**config.mk**
```make
export PLATFORM = sky130hd
export DESIGN_NAME = dia_ctrl
export DESIGN_NICKNAME = d
export VERILOG_FILES = /design/src/sv/dia_pkg.sv /design/src/sv/dia_ctrl.sv
export SDC_FILE = /design/constraint.sdc
export NUM_CORES = 1
export LEC_CHECK = 0
export ABC_AREA = 0
export BUFFER_PORTS_ARGS = -buffer_cell sky130_fd_sc_hd__buf_2
export CAP_MARGIN = 30
export CORE_AREA = 2 2 174 125
export DETAILED_ROUTE_END_ITERATION = 8
export DIE_AREA = 0 0 176 127
export MAX_ROUTING_LAYER = met4
export PLACE_DENSITY = 0.69
export SYNTH_ARGS = -nofsm -noshare
export SYNTH_HDL_FRONTEND = slang
export SYNTH_SLANG_ARGS = --single-unit
export TNS_END_PERCENT = 1
```
**constraint.sdc**
```tcl
create_clock -name clk -period 7.7 [get_ports clk]
set_clock_uncertainty 0.05 [all_clocks]
set_input_delay 0.77 -clock clk [delete_from_list [all_inputs] [get_ports clk]]
set_output_delay 0.77 -clock clk [all_outputs]
set_load 0.05 [all_outputs]
```
**src/sv/dia_pkg.sv**
```systemverilog
// Shared constants, types and helpers for the dense id assigner.
`timescale 1ns / 1ps
package dia_pkg;

    localparam int HASH_ENTRIES = 512;
    localparam int HASH_W       = $clog2(HASH_ENTRIES);
    localparam int BLOCK_SLOTS  = 4;
    localparam int SLOT_W       = $clog2(BLOCK_SLOTS);
    localparam int MAX_IDS      = 4096;
    localparam int ID_W         = 12;
    localparam int CNT_W        = 13;
    localparam int POOL_BLOCKS  = 1024;
    localparam int BLK_W        = $clog2(POOL_BLOCKS);
    localparam int BLKCNT_W     = BLK_W + 1;
    localparam int KEY_W        = 24;
    localparam int TAG_W        = 13;
    localparam int TBL_DEPTH    = HASH_ENTRIES + POOL_BLOCKS * BLOCK_SLOTS;
    localparam int TBL_AW       = $clog2(TBL_DEPTH);
    localparam int TBL_DW       = KEY_W + TAG_W;

    // Slot tags: empty, link to an overflow block, anything else is an id.
    localparam logic [TAG_W-1:0] TAG_EMPTY = {TAG_W{1'b1}};
    localparam logic [TAG_W-1:0] TAG_LINK  = {{(TAG_W-1){1'b1}}, 1'b0};

    localparam logic [1:0] OP_MAP   = 2'd0;
    localparam logic [1:0] OP_READ  = 2'd1;
    localparam logic [1:0] OP_CLEAR = 2'd2;

    typedef enum logic [3:0] {
        ST_CLEAR,
        ST_IDLE,
        ST_MAP_CHK,
        ST_FILL_NEXT,
        ST_ALLOC0,
        ST_ALLOC1,
        ST_ALLOC2,
        ST_RD_CHK,
        ST_DONE
    } dia_state_t;

    typedef struct packed {
        logic [ID_W-1:0]  id;
        logic [KEY_W-1:0] key_out;
        logic             is_new;
        logic             full_res;
        logic [CNT_W-1:0] count;
    } dia_res_t;

    // Table address of a slot inside an overflow block.
    function automatic logic [TBL_AW-1:0] pool_addr(input logic [BLK_W-1:0] blk,
                                                    input logic [SLOT_W-1:0] slot);
        pool_addr = TBL_AW'(HASH_ENTRIES) + TBL_AW'({blk, slot});
    endfunction

endpackage

```
**src/sv/dia_ctrl.sv**
```systemverilog
// Sequencer that walks hash chains, allocates blocks and assigns ids.
`timescale 1ns / 1ps
module dia_ctrl import dia_pkg::*; (
    input  logic               clk,
    input  logic               rst_n,
    input  logic               in_valid,
    output logic               in_ready,
    input  logic [1:0]         in_op,
    input  logic [KEY_W-1:0]   in_key,
    input  logic [ID_W-1:0]    in_index,
    output logic               res_valid,
    input  logic               res_ready,
    output dia_res_t           res,
    output logic               tbl_we,
    output logic [TBL_AW-1:0]  tbl_waddr,
    output logic [TBL_DW-1:0]  tbl_wdata,
    output logic [TBL_AW-1:0]  tbl_raddr,
    input  logic [TBL_DW-1:0]  tbl_rdata,
    output logic               ord_we,
    output logic [ID_W-1:0]    ord_waddr,
    output logic [KEY_W-1:0]   ord_wdata,
    output logic [ID_W-1:0]    ord_raddr,
    input  logic [KEY_W-1:0]   ord_rdata
);

    dia_state_t           state_reg, state_next;
    logic [KEY_W-1:0]     key_reg, key_next;
    logic [TBL_AW-1:0]    cur_reg, cur_next;
    logic [SLOT_W-1:0]    slot_reg, slot_next;
    logic                 in_blk_reg, in_blk_next;
    logic [TBL_DW-1:0]    old_reg, old_next;
    logic [BLK_W-1:0]     blk_reg, blk_next;
    logic [ID_W-1:0]      id_reg, id_next;
    logic [KEY_W-1:0]     kout_reg, kout_next;
    logic                 new_reg, new_next;
    logic                 full_reg, full_next;
    logic [CNT_W-1:0]     next_id_reg, next_id_nx;
    logic [BLKCNT_W-1:0]  next_blk_reg, next_blk_nx;
    logic [HASH_W-1:0]    clr_reg, clr_next;
    logic                 reply_reg, reply_next;

    logic [KEY_W-1:0]     rd_key;
    logic [TAG_W-1:0]     rd_tag;
    logic                 is_last;
    logic                 ids_out;
    logic                 blks_out;

    assign rd_key   = tbl_rdata[TBL_DW-1:TAG_W];
    assign rd_tag   = tbl_rdata[TAG_W-1:0];
    assign is_last  = !in_blk_reg || (slot_reg == SLOT_W'(BLOCK_SLOTS - 1));
    assign ids_out  = next_id_reg >= CNT_W'(MAX_IDS);
    assign blks_out = next_blk_reg >= BLKCNT_W'(POOL_BLOCKS);

    always_ff @(posedge clk or negedge rst_n)
    begin
        if (!rst_n)
        begin
            state_reg    <= ST_CLEAR;
            next_id_reg  <= '0;
            next_blk_reg <= '0;
            clr_reg      <= '0;
            reply_reg    <= 1'b0;
        end
        else
        begin
            state_reg    <= state_next;
            next_id_reg  <= next_id_nx;
            next_blk_reg <= next_blk_nx;
            clr_reg      <= clr_next;
            reply_reg    <= reply_next;
        end
    end

    always_ff @(posedge clk)
    begin
        key_reg    <= key_next;
        cur_reg    <= cur_next;
        slot_reg   <= slot_next;
        in_blk_reg <= in_blk_next;
        old_reg    <= old_next;
        blk_reg    <= blk_next;
        id_reg     <= id_next;
        kout_reg   <= kout_next;
        new_reg    <= new_next;
        full_reg   <= full_next;
    end

    always_comb
    begin
        state_next  = state_reg;
        key_next    = key_reg;
        cur_next    = cur_reg;
        slot_next   = slot_reg;
        in_blk_next = in_blk_reg;
        old_next    = old_reg;
        blk_next    = blk_reg;
        id_next     = id_reg;
        kout_next   = kout_reg;
        new_next    = new_reg;
        full_next   = full_reg;
        next_id_nx  = next_id_reg;
        next_blk_nx = next_blk_reg;
        clr_next    = clr_reg;
        reply_next  = reply_reg;

        in_ready  = 1'b0;
        res_valid = 1'b0;
        tbl_we    = 1'b0;
        tbl_waddr = cur_reg;
        tbl_wdata = '0;
        tbl_raddr = cur_reg;
        ord_we    = 1'b0;
        ord_waddr = next_id_reg[ID_W-1:0];
        ord_wdata = key_reg;
        ord_raddr = in_index;

        unique case (state_reg)
            ST_CLEAR:
            begin
                // Sweep the head slots to empty, one a cycle.
                tbl_we    = 1'b1;
                tbl_waddr = TBL_AW'(clr_reg);
                tbl_wdata = {{KEY_W{1'b0}}, TAG_EMPTY};
                clr_next  = clr_reg + 1'b1;
                if (clr_reg == HASH_W'(HASH_ENTRIES - 1))
                begin
                    state_next = reply_reg ? ST_DONE : ST_IDLE;
                    reply_next = 1'b0;
                end
            end
            ST_IDLE:
            begin
                in_ready  = 1'b1;
                tbl_raddr = TBL_AW'(in_key[HASH_W-1:0]);
                if (in_valid)
                begin
                    key_next    = in_key;
                    cur_next    = TBL_AW'(in_key[HASH_W-1:0]);
                    slot_next   = '0;
                    in_blk_next = 1'b0;
                    id_next     = '0;
                    kout_next   = '0;
                    new_next    = 1'b0;
                    full_next   = 1'b0;
                    case (in_op)
                        OP_MAP:
                        begin
                            state_next = ST_MAP_CHK;
                        end
                        OP_READ:
                        begin
                            state_next = (CNT_W'(in_index) < next_id_reg) ? ST_RD_CHK
                                                                           : ST_DONE;
                        end
                        OP_CLEAR:
                        begin
                            next_id_nx  = '0;
                            next_blk_nx = '0;
                            clr_next    = '0;
                            reply_next  = 1'b1;
                            state_next  = ST_CLEAR;
                        end
                        default:
                        begin
                            state_next = ST_DONE;
                        end
                    endcase
                end
            end
            ST_MAP_CHK:
            begin
                if (rd_tag == TAG_EMPTY)
                begin
                    if (ids_out)
                    begin
                        full_next  = 1'b1;
                        state_next = ST_DONE;
                    end
                    else
                    begin
                        tbl_we     = 1'b1;
                        tbl_wdata  = {key_reg, TAG_W'(next_id_reg)};
                        ord_we     = 1'b1;
                        id_next    = next_id_reg[ID_W-1:0];
                        new_next   = 1'b1;
                        next_id_nx = next_id_reg + 1'b1;
                        state_next = is_last ? ST_DONE : ST_FILL_NEXT;
                    end
                end
                else if (rd_tag == TAG_LINK)
                begin
                    // Follow the link into slot 0 of the block.
                    cur_next    = pool_addr(rd_key[BLK_W-1:0], '0);
                    tbl_raddr   = pool_addr(rd_key[BLK_W-1:0], '0);
                    slot_next   = '0;
                    in_blk_next = 1'b1;
                end
                else if (rd_key == key_reg)
                begin
                    id_next    = rd_tag[ID_W-1:0];
                    state_next = ST_DONE;
                end
                else if (!is_last)
                begin
                    cur_next  = cur_reg + 1'b1;
                    tbl_raddr = cur_reg + 1'b1;
                    slot_next = slot_reg + 1'b1;
                end
                else if (ids_out || blks_out)
                begin
                    full_next  = 1'b1;
                    state_next = ST_DONE;
                end
                else
                begin
                    // Turn this slot into a link and move its entry to a new block.
                    tbl_we      = 1'b1;
                    tbl_wdata   = {KEY_W'(next_blk_reg), TAG_LINK};
                    ord_we      = 1'b1;
                    old_next    = tbl_rdata;
                    blk_next    = next_blk_reg[BLK_W-1:0];
                    id_next     = next_id_reg[ID_W-1:0];
                    new_next    = 1'b1;
                    next_id_nx  = next_id_reg + 1'b1;
                    next_blk_nx = next_blk_reg + 1'b1;
                    state_next  = ST_ALLOC0;
                end
            end
            ST_FILL_NEXT:
            begin
                tbl_we     = 1'b1;
                tbl_waddr  = cur_reg + 1'b1;
                tbl_wdata  = {{KEY_W{1'b0}}, TAG_EMPTY};
                state_next = ST_DONE;
            end
            ST_ALLOC0:
            begin
                tbl_we     = 1'b1;
                tbl_waddr  = pool_addr(blk_reg, SLOT_W'(0));
                tbl_wdata  = old_reg;
                state_next = ST_ALLOC1;
            end
            ST_ALLOC1:
            begin
                tbl_we     = 1'b1;
                tbl_waddr  = pool_addr(blk_reg, SLOT_W'(1));
                tbl_wdata  = {key_reg, TAG_W'(id_reg)};
                state_next = ST_ALLOC2;
            end
            ST_ALLOC2:
            begin
                tbl_we     = 1'b1;
                tbl_waddr  = pool_addr(blk_reg, SLOT_W'(2));
                tbl_wdata  = {{KEY_W{1'b0}}, TAG_EMPTY};
                state_next = ST_DONE;
            end
            ST_RD_CHK:
            begin
                kout_next  = ord_rdata;
                state_next = ST_DONE;
            end
            ST_DONE:
            begin
                res_valid = 1'b1;
                if (res_ready)
                begin
                    state_next = ST_IDLE;
                end
            end
            default:
            begin
                state_next = ST_IDLE;
            end
        endcase
    end

    assign res.id       = id_reg;
    assign res.key_out  = kout_reg;
    assign res.is_new   = new_reg;
    assign res.full_res = full_reg;
    assign res.count    = next_id_reg;

endmodule

```
## After elaboration in Yosys (flattened, before gate mapping)

Cells that the tools add are included.

| storage, ports and cells | value |
|---|---|
| logic and storage cells | 189 |
| input bits | 103 |
| flip-flop bits (word level) | 163 |
| output and inout bits | 166 |

| operators by class | value |
|---|---|
| reductions and logical operators | 25 |
| $lt $le $gt $ge | 3 |
| bitwise logic cells | 4 |
| mux-type cells | 97 |
| equality and inequality tests | 36 |
| add/sub/neg operators | 9 |

Operators with widths:

| operator | count |
|---|---|
| $mux 13 | 13 |
| $pmux 37 s4 | 1 |
| $mux 24 | 5 |
| $mux 12 | 7 |
| $pmux 13 s2 | 3 |
| $mux 11 | 7 |
| $mux 37 | 2 |
| $pmux 13 s5 | 1 |
| $add 10x12->13 const A | 4 |
| $mux 4 | 12 |
| $pmux 24 s2 | 1 |
| $pmux 4 s7 | 1 |
| $mux 1 | 27 |
| $ne 3x3->1 const B | 9 |
| $add 13x1->13 const B | 2 |
| $eq 13x13->1 const B | 2 |
| $eq 24x24->1 | 1 |
| $pmux 12 s2 | 1 |
| $pmux 11 s2 | 1 |
| $ne 2x2->1 const B | 10 |
| $mux 9 | 2 |
| $pmux 9 s2 | 1 |
| $eq 4x3->1 const B | 4 |
| $reduce_and 8->1 | 2 |
| 31 further kinds | 55 |

## Longest topological paths before layout

Gate-level depths: netlist of the first run.

| logic depth | value |
|---|---|
| word-level depth | 8 |
| mapped depth | 11 |
| depth with buffers taken out | 9 |

## Least setup slack after synthesis of the first run

No wires, ideal clock.

| timing | value |
|---|---|
| path kind | in2out |
| from | input tbl_rdata[11] |
| to | output tbl_wdata[13] |
| arrival time | 3.890 ns |
| cell stages on the path | 8 |
| required time | 6.880 ns |
| path buffers | 2 |
| setup slack | 2.990 ns |
| cell sequence | nand4_1 -> or3_1 -> clkbuf_1 -> nand2_1 -> nor3_1 -> clkbuf_1 -> a222oi_1 -> inv_1 |

| between the ends | value |
|---|---|
| longest elaborated chain between the ends | 4 |
| elaborated cells on any way between the ends | 5 |
| those cells by class | eq/ne (2); mux (3) |

Ends and longest elaborated chain:

| item | RTL line | RTL |
|---|---|---|
| start, declared | dia_ctrl.sv:18 | `input logic [TBL_DW-1:0] tbl_rdata,` |
| $eq 13x13->1 | dia_ctrl.sv:190 | `else if (rd_tag == TAG_LINK)` |
| $mux 24 | dia_ctrl.sv:190 |  |
| $mux 37 (*) | dia_ctrl.sv:172 | `if (rd_tag == TAG_EMPTY)` |
| $pmux 37 s4 (*) | dia_ctrl.sv:117 | `unique case (state_reg)` |
| end, declared | dia_ctrl.sv:16 | `output logic [TBL_DW-1:0] tbl_wdata,` |

Mark *: on every way between the ends. The rest lies on a longest branch, timed or not.

## Worst setup path after layout of the first run

| timing | value |
|---|---|
| from | register state_reg[1] |
| to | output tbl_wdata[16] |

| between the ends | value |
|---|---|
| longest elaborated chain between the ends | 3 |
| elaborated cells on any way between the ends | 8 |
| those cells by class | eq/ne (5); mux (1); reduce/logical (2) |

Ends and longest elaborated chain:

| item | RTL line | RTL |
|---|---|---|
| start, declared | dia_ctrl.sv:26 | `dia_state_t state_reg, state_next;` |
| start signal, assigned | dia_ctrl.sv:66 | `state_reg <= state_next;` |
| $eq 4x3->1, or another cell as far along | dia_ctrl.sv:117 |  |
| $reduce_or 3->1 (no source line) | -- |  |
| $pmux 37 s4 (*) | dia_ctrl.sv:117 |  |

Marks and branches as above.

==> results of run 1 <==
[kinds of logic after synthesis]
group	after synthesis	share of synthesized area [%]
adder cells (fa/ha/maj)	20	2.75
XOR/XNOR	39	3.75
flip-flops	163	51.7
buffers and inverters	112	5.96
multiplexers	15	1.66
AO/OA/AOI/OAI	212	16.6
AND/OR/NAND/NOR	321	17.6
[worst paths after layout]
kind | from | endpoint
worst min register to register | next_blk_reg[8] | blk_reg[8]
max in group asynchronous | rst_n | next_id_reg[0]
worst max-delay path | state_reg[1] | tbl_wdata[16]
worst max register to register | state_reg[3] | next_blk_reg[8]
worst min-delay path | rst_n | next_blk_reg[10]
min in group clk | in_key[21] | ord_wdata[21]
[per-layer routing]
| metal | GRT usage (%) | share of wire (%) | up-vias |
|---|---|---|---|
| met2 | 38.4 | 42 | 539 |
| met3 | 7.26 | 13 | 25 |
| li1 | - | - | 3725 |
| met5 | - | 0 | - |
| met1 | 41.5 | 44 | 4002 |
| met4 | 4.72 | 0.93 | 0 |
[worst reg2reg max path, cell delays in order, from the launching register on]
cell and delay [ns]:
dfrtp_1 0.71, or4b_4 0.78, inv_2 0.35, nand3_2 0.44, a21oi_2 0.30, o211ai_1 0.27
nand2b_1 0.30, or3_1 0.32, a21oi_1 0.15
[stage by stage]
stage | worst slack (ns) | hold slack [ns] | instance area (um^2) | instances
floorplan | 2.99 | 0.418 | 9100 | 882
global placement | 3.23 | 0.464 | 10500 | 1355
detailed placement | 3.17 | 0.465 | 10500 | 1360
CTS | 2.66 | 0.211 | 11200 | 1392
global route | 2.47 | 0.229 | 11200 | 1394
finish | 2.68 | 0.212 | 11200 | 1394
[where the power goes]
group	internal, W	switching, W	leakage, nW
clock	0.000506	0.000389	0.291
combinational	0.000518	0.00167	2.80
sequential	0.00121	0.000254	1.67
total	0.00223	0.00231	4.76
[cells in the final DEF, fill, tap and decap left out, types with 20 or more instances in the layout]
| master | synthesis | routed |
|---|---|---|
| xor2_1 | 37 | 37 |
| nand3_1 | 21 | 21 |
| a21oi_1 | 25 | 25 |
| edfxtp_1 | 125 | 125 |
| dfrtp_1 | 38 | 38 |
| nand2_1 | 82 | 82 |
| buf_2 | 4 | 268 |
| inv_1 | 32 | 32 |
| and2_1 | 29 | 29 |
| o21ai_0 | 43 | 42 |
| ha_1 | 20 | 20 |
| nor2_1 | 84 | 83 |
[final cells by class]
type	instances	share of cell area (%)
repair buffers	280	13.3
well taps	276	3.09
multi-input cells	607	34.7
diodes	2	0.0448
inverters	34	1.19
flip-flops and latches	163	42.1
clock inverters	14	1.51
clock buffers	18	4.03
==> results.md, run 1 <==
- FFs w/ async S/R, synth: 23.3%
- CTS tree: built
- Share of layout cells above drive strength 1: 29.4%
- Post_cts resized: 0
- Top Family by Delay on Critical Path: simple AND/OR/NAND/NOR gates
- Distinct cell type count after synthesis: 66
- Multi-input logic area: 0.00388 mm^2
- Crit path required time: 6.88 ns
- H-tree depth: 4
- RSZ-0062 raised after global routing: false
- Worst min-delay path class: input pin to async pin
- Skew-Pair Late Insertion Delay: 0.45 ns
- Count leader, synth: edfxtp_1
- Syn Inst Count: 882
- Overall routing resource usage: 27.8%
- Core Rows: 44
- Top post-synthesis cells by area: edfxtp_1 41%, dfrtp_1 10%, xor2_1 3.6%
- Max Cap Viol: 0
- Die area: 0.0224 mm^2
- Cell count along the critical path: 8
- First-pass GRT wire length: 45.2 mm
- Setup violations, final: 0
- # clock sinks: 163
- Register area: 0.00470 mm^2
- Starting density of the core: 44.3%
- Share of the synthesized area in the top cell type: 41.2%
- Initial antenna violation count: 2
- Post-CTS Setup Repair Bufs: 0
- Fill cells: 1809
- Antenna Violating Nets Remaining: 0
- Syn Std Cell Area: 0.00910 mm^2
- Power per cell area: 407 mW/mm^2
- Critical path's slowest cell: dfrtp_1
- Leakage: 4.76 nW
- Num CTS Buffers: 17
- Clock slew at reported path FFs: 0.07 ns
- Arr. time, crit path: 4.20 ns
- Vias in the first global route: 7375
- Synth area leader: edfxtp_1
- Status: complete, no violations
- GRT overflow: 0
- Critical Path End Type: primary output
- Max reg flops: 37
- Largest net degree at the start of global routing: 60
- DRT iter0 DRCs: 1234
- Area grow syn2layout: 22.7%
- Core region area: 0.0205 mm^2
- Hold_buf cts: 0
- Slowest cell delay on critical path: 0.81 ns
- Fin nets: 1226
- Final wirelength: 30.6 mm
- Crit Path Max Fanout: 34
- I/O pins: 269
- Final Power: 0.00455 W
- Crit path launch type: register
- Routability Congestion: 1.03
- Fin Setup TNS: 0 ns
- CP Cell Sequence: or4b_4 > clkinv_4 > nand2_1 > nor2_1 > or2_2 > a222oi_1 > inv_1 > buf_2
- Worst r2r path cells: 8
- CTS Buffer Depth: 2
- DP Wirelength: 22.6 mm
- TritonRoute pass-1 iters: 6
- Highest clock rate: 0.199 GHz
- Drc violations: 0
- Tightest Pin Transition: 0.959 ns
- Register area share after synthesis: 51.7%
- R2R Setup Slk: 3.97 ns
- EDFF count, synth: 125
- Tcrit/Tclk final: 65.3%
- CP bufs+invs: 3
- Predominant post-synthesis flop cell: edfxtp_1
- Peak supply drop: 0.277 mV
- Port buffer count: 268
- Slew margin rel.: 35.8%
- Post-Synthesis Net Count: 1005
- Clk root buf: clkbuf_16
- Hold Fails Final Rpt: 0
- Final core utilization: 54.4%
- Crit path kind: register to primary output
- Final worst path period need: 5.02 ns
- Via count: 8291
- Die Span Y: 127 um
- WL/cell: 22.0 um
- Synth Register Bits: 163
- Syn Area/Cell: 10.3 um^2
- Fin. max-slew vios: 0
- Via/cell ratio: 5.95
- YS warnings: 0
- Die X: 176 um
- Synth cell count leaders: 125 x edfxtp_1, 84 x nor2_1, 82 x nand2_1
Power figures use the tool's default switching activity.
==> run 2: changes to the inputs <==
==> constraint.sdc (replaced) <==
create_clock -name clk -period 4.94 [get_ports clk]
set_clock_uncertainty 0.05 [all_clocks]
set_input_delay 0.494 -clock clk [delete_from_list [all_inputs] [get_ports clk]]
set_output_delay 0.494 -clock clk [all_outputs]
set_load 0.05 [all_outputs]
==> run 2 against run 1 <==
  * Global-route usage shrank 0.057 points
  * Power grew 54%
  * Worst hold slack lost 0.037 ns
  * Critical path depth is the same
  * Utilization is essentially flat
  * Via count grew 0.18%
  * Sequential share of layout area is essentially flat
  * Register-to-register slack lost 2.8 ns
  * Sequential power grew 56%
==> results.md, run 2 (synthesis gave the netlist of run 1 again) <==
- Port buffer count: 268 (unchanged)
- Highest clock rate: 0.230 GHz
- Hold wc startpoint: in_key[23]
- Tightest Pin Transition: 0.905 ns (-0.0545 ns)
- Crit Path Max Fanout: 56 (+65%)
- Final wirelength: 30.6 mm (-0.23%)
- Leakage: 4.77 nW (+0.12%)
- Max reg flops: 37 (unchanged)
- Setup violations, final: 0 (unchanged)
- Peak supply drop: 0.373 mV (+35%)
- Worst Setup SP: state_reg[1]
- Die Span Y: 127 um (unchanged)
- Fin Setup TNS: 0 ns (unchanged)
- Arr. time, crit path: 3.81 ns (-0.39 ns)
- Fin. max-slew vios: 0 (unchanged)
- Skew-Pair Late Insertion Delay: 0.45 ns (about the same)
- Area grow syn2layout: 22.8% (about the same)
- Power per cell area: 628 mW/mm^2 (+54%)
- Fin area: 0.0112 mm^2 (about the same)
- RSZ-0062 raised after global routing: false
- CTS tree: built
- Fin nets: 1231 (+0.41%)
- Core region area: 0.0205 mm^2 (unchanged)
- # clock sinks: 163 (unchanged)
- Num CTS Buffers: 17 (unchanged)
- Vias in the first global route: 7552 (+2.4%)
- Status: complete, no violations
- Final core utilization: 54.5% (about the same)
- Max Cap Viol: 0 (unchanged)
- Crit path launch type: register
- TritonRoute pass-1 iters: 7 (+1)
- R2R Setup Slk: 1.21 ns (-2.76 ns)
- Clk root buf: clkbuf_16
- Worst hold margin: 0.175 ns (-0.0373 ns)
- Starting density of the core: 44.3% (unchanged)
- Overall routing resource usage: 27.7% (-0.057 points)
- I/O pins: 269 (unchanged)
- Antenna Violating Nets Remaining: 0 (unchanged)
- Core Rows: 44 (unchanged)
- Crit path required time: 4.40 ns (-2.48 ns)
- WL/cell: 21.9 um (-0.59%)
- Tcrit/Tclk final: 88.1%
- Slew margin rel.: 39.5% (+3.6 points)
- Most common cell after layout, fill and taps aside: buf_2
- Setup WS post-layout: 0.586 ns (-2.09 ns)
- Die area: 0.0224 mm^2 (unchanged)
- Routability Congestion: 0.986 (-3.8%)
- Final worst path period need: 4.35 ns
- Largest net degree at the start of global routing: 57 (-5.0%)
- Worst min-delay path class: input pin to register
- Placed cell area: 0.0106 mm^2 (+0.18%)
- First-pass GRT wire length: 45.5 mm (+0.66%)
- Post-CTS Setup Repair Bufs: 0 (unchanged)
- Post_cts resized: 0 (unchanged)
- DRT iter0 DRCs: 1251 (+1.4%)
- GRT overflow: 0 (unchanged)
- Initial antenna violation count: 2 (unchanged)
- H-tree depth: 4 (unchanged)
- Critical Path End Type: primary output
- DP Wirelength: 22.6 mm (-0.41%)
- R2R Path Start: state_reg[1]
- CTS Buffer Depth: 2 (unchanged)
- Drc violations: 0 (unchanged)
- Via count: 8306 (+0.18%)
- Via/cell ratio: 5.94 (-0.18%)
- Die X: 176 um (unchanged)
- Hold Fails Final Rpt: 0 (unchanged)
- Place WS: 1.13 ns (-2.04 ns)
- Hold_buf cts: 0 (unchanged)
- Share of layout cells above drive strength 1: 29.4% (+0.047 points)
- Most frequent cells in the layout: 268 x buf_2, 125 x edfxtp_1, 83 x nor2_1, 82 x nand2_1, 42 x o21ai_0
- Crit path kind: register to primary output
- Clock slew at reported path FFs: 0.07 ns (about the same)
[run 2: cell type report]
type / instances / area, um^2
flip-flops and latches: 163 / 4700
clock inverters: 14 / 151
well taps: 276 / 345
diodes: 2 / 5.00
repair buffers: 285 / 1540
multi-input cells: 607 / 3880
clock buffers: 18 / 429
inverters: 34 / 133
fillers: 1853 / 9350
[run 2: path summary, 6_finish.rpt]
path,end,depth (start not counted)
min,ord_wdata[23],1
max,tbl_wdata[11],8
min in group asynchronous,clr_reg[6],2
min reg2reg,reply_reg,2
max in group asynchronous,next_id_reg[6],3
max reg2reg,next_blk_reg[8],8
[run 2: power breakdown]
part	internal (W)	switching, W
logic	0.000819	0.00260
registers	0.00188	0.000397
clock network	0.000749	0.000575
[run 2: critical path, stage by stage (launching register included)]
cell and delay [ns]:
dfrtp_1 0.82, or4b_4 0.78, clkinv_4 0.27, nand2_1 0.14, nor3_2 0.35, buf_12 0.34
nor2_1 0.22, nand3_1 0.11, buf_2 0.26
[run 2: metal layers]
layer,vias to the layer above,wire length (um),GRT usage [%]
met2,608,13000,38.6
met4,0,309,5.15
met1,3936,13200,41.5
met5,-,0,-
li1,3741,-,-
met3,21,4060,6.49
[run 2: through the flow]
stage / power (W) / std cells
after floorplan: 0.00472 / 882
after CTS: 0.00699 / 1395
after detailed placement: 0.00565 / 1363
after global routing: 0.00731 / 1399
after global placement: 0.00563 / 1361
final: 0.00702 / 1399
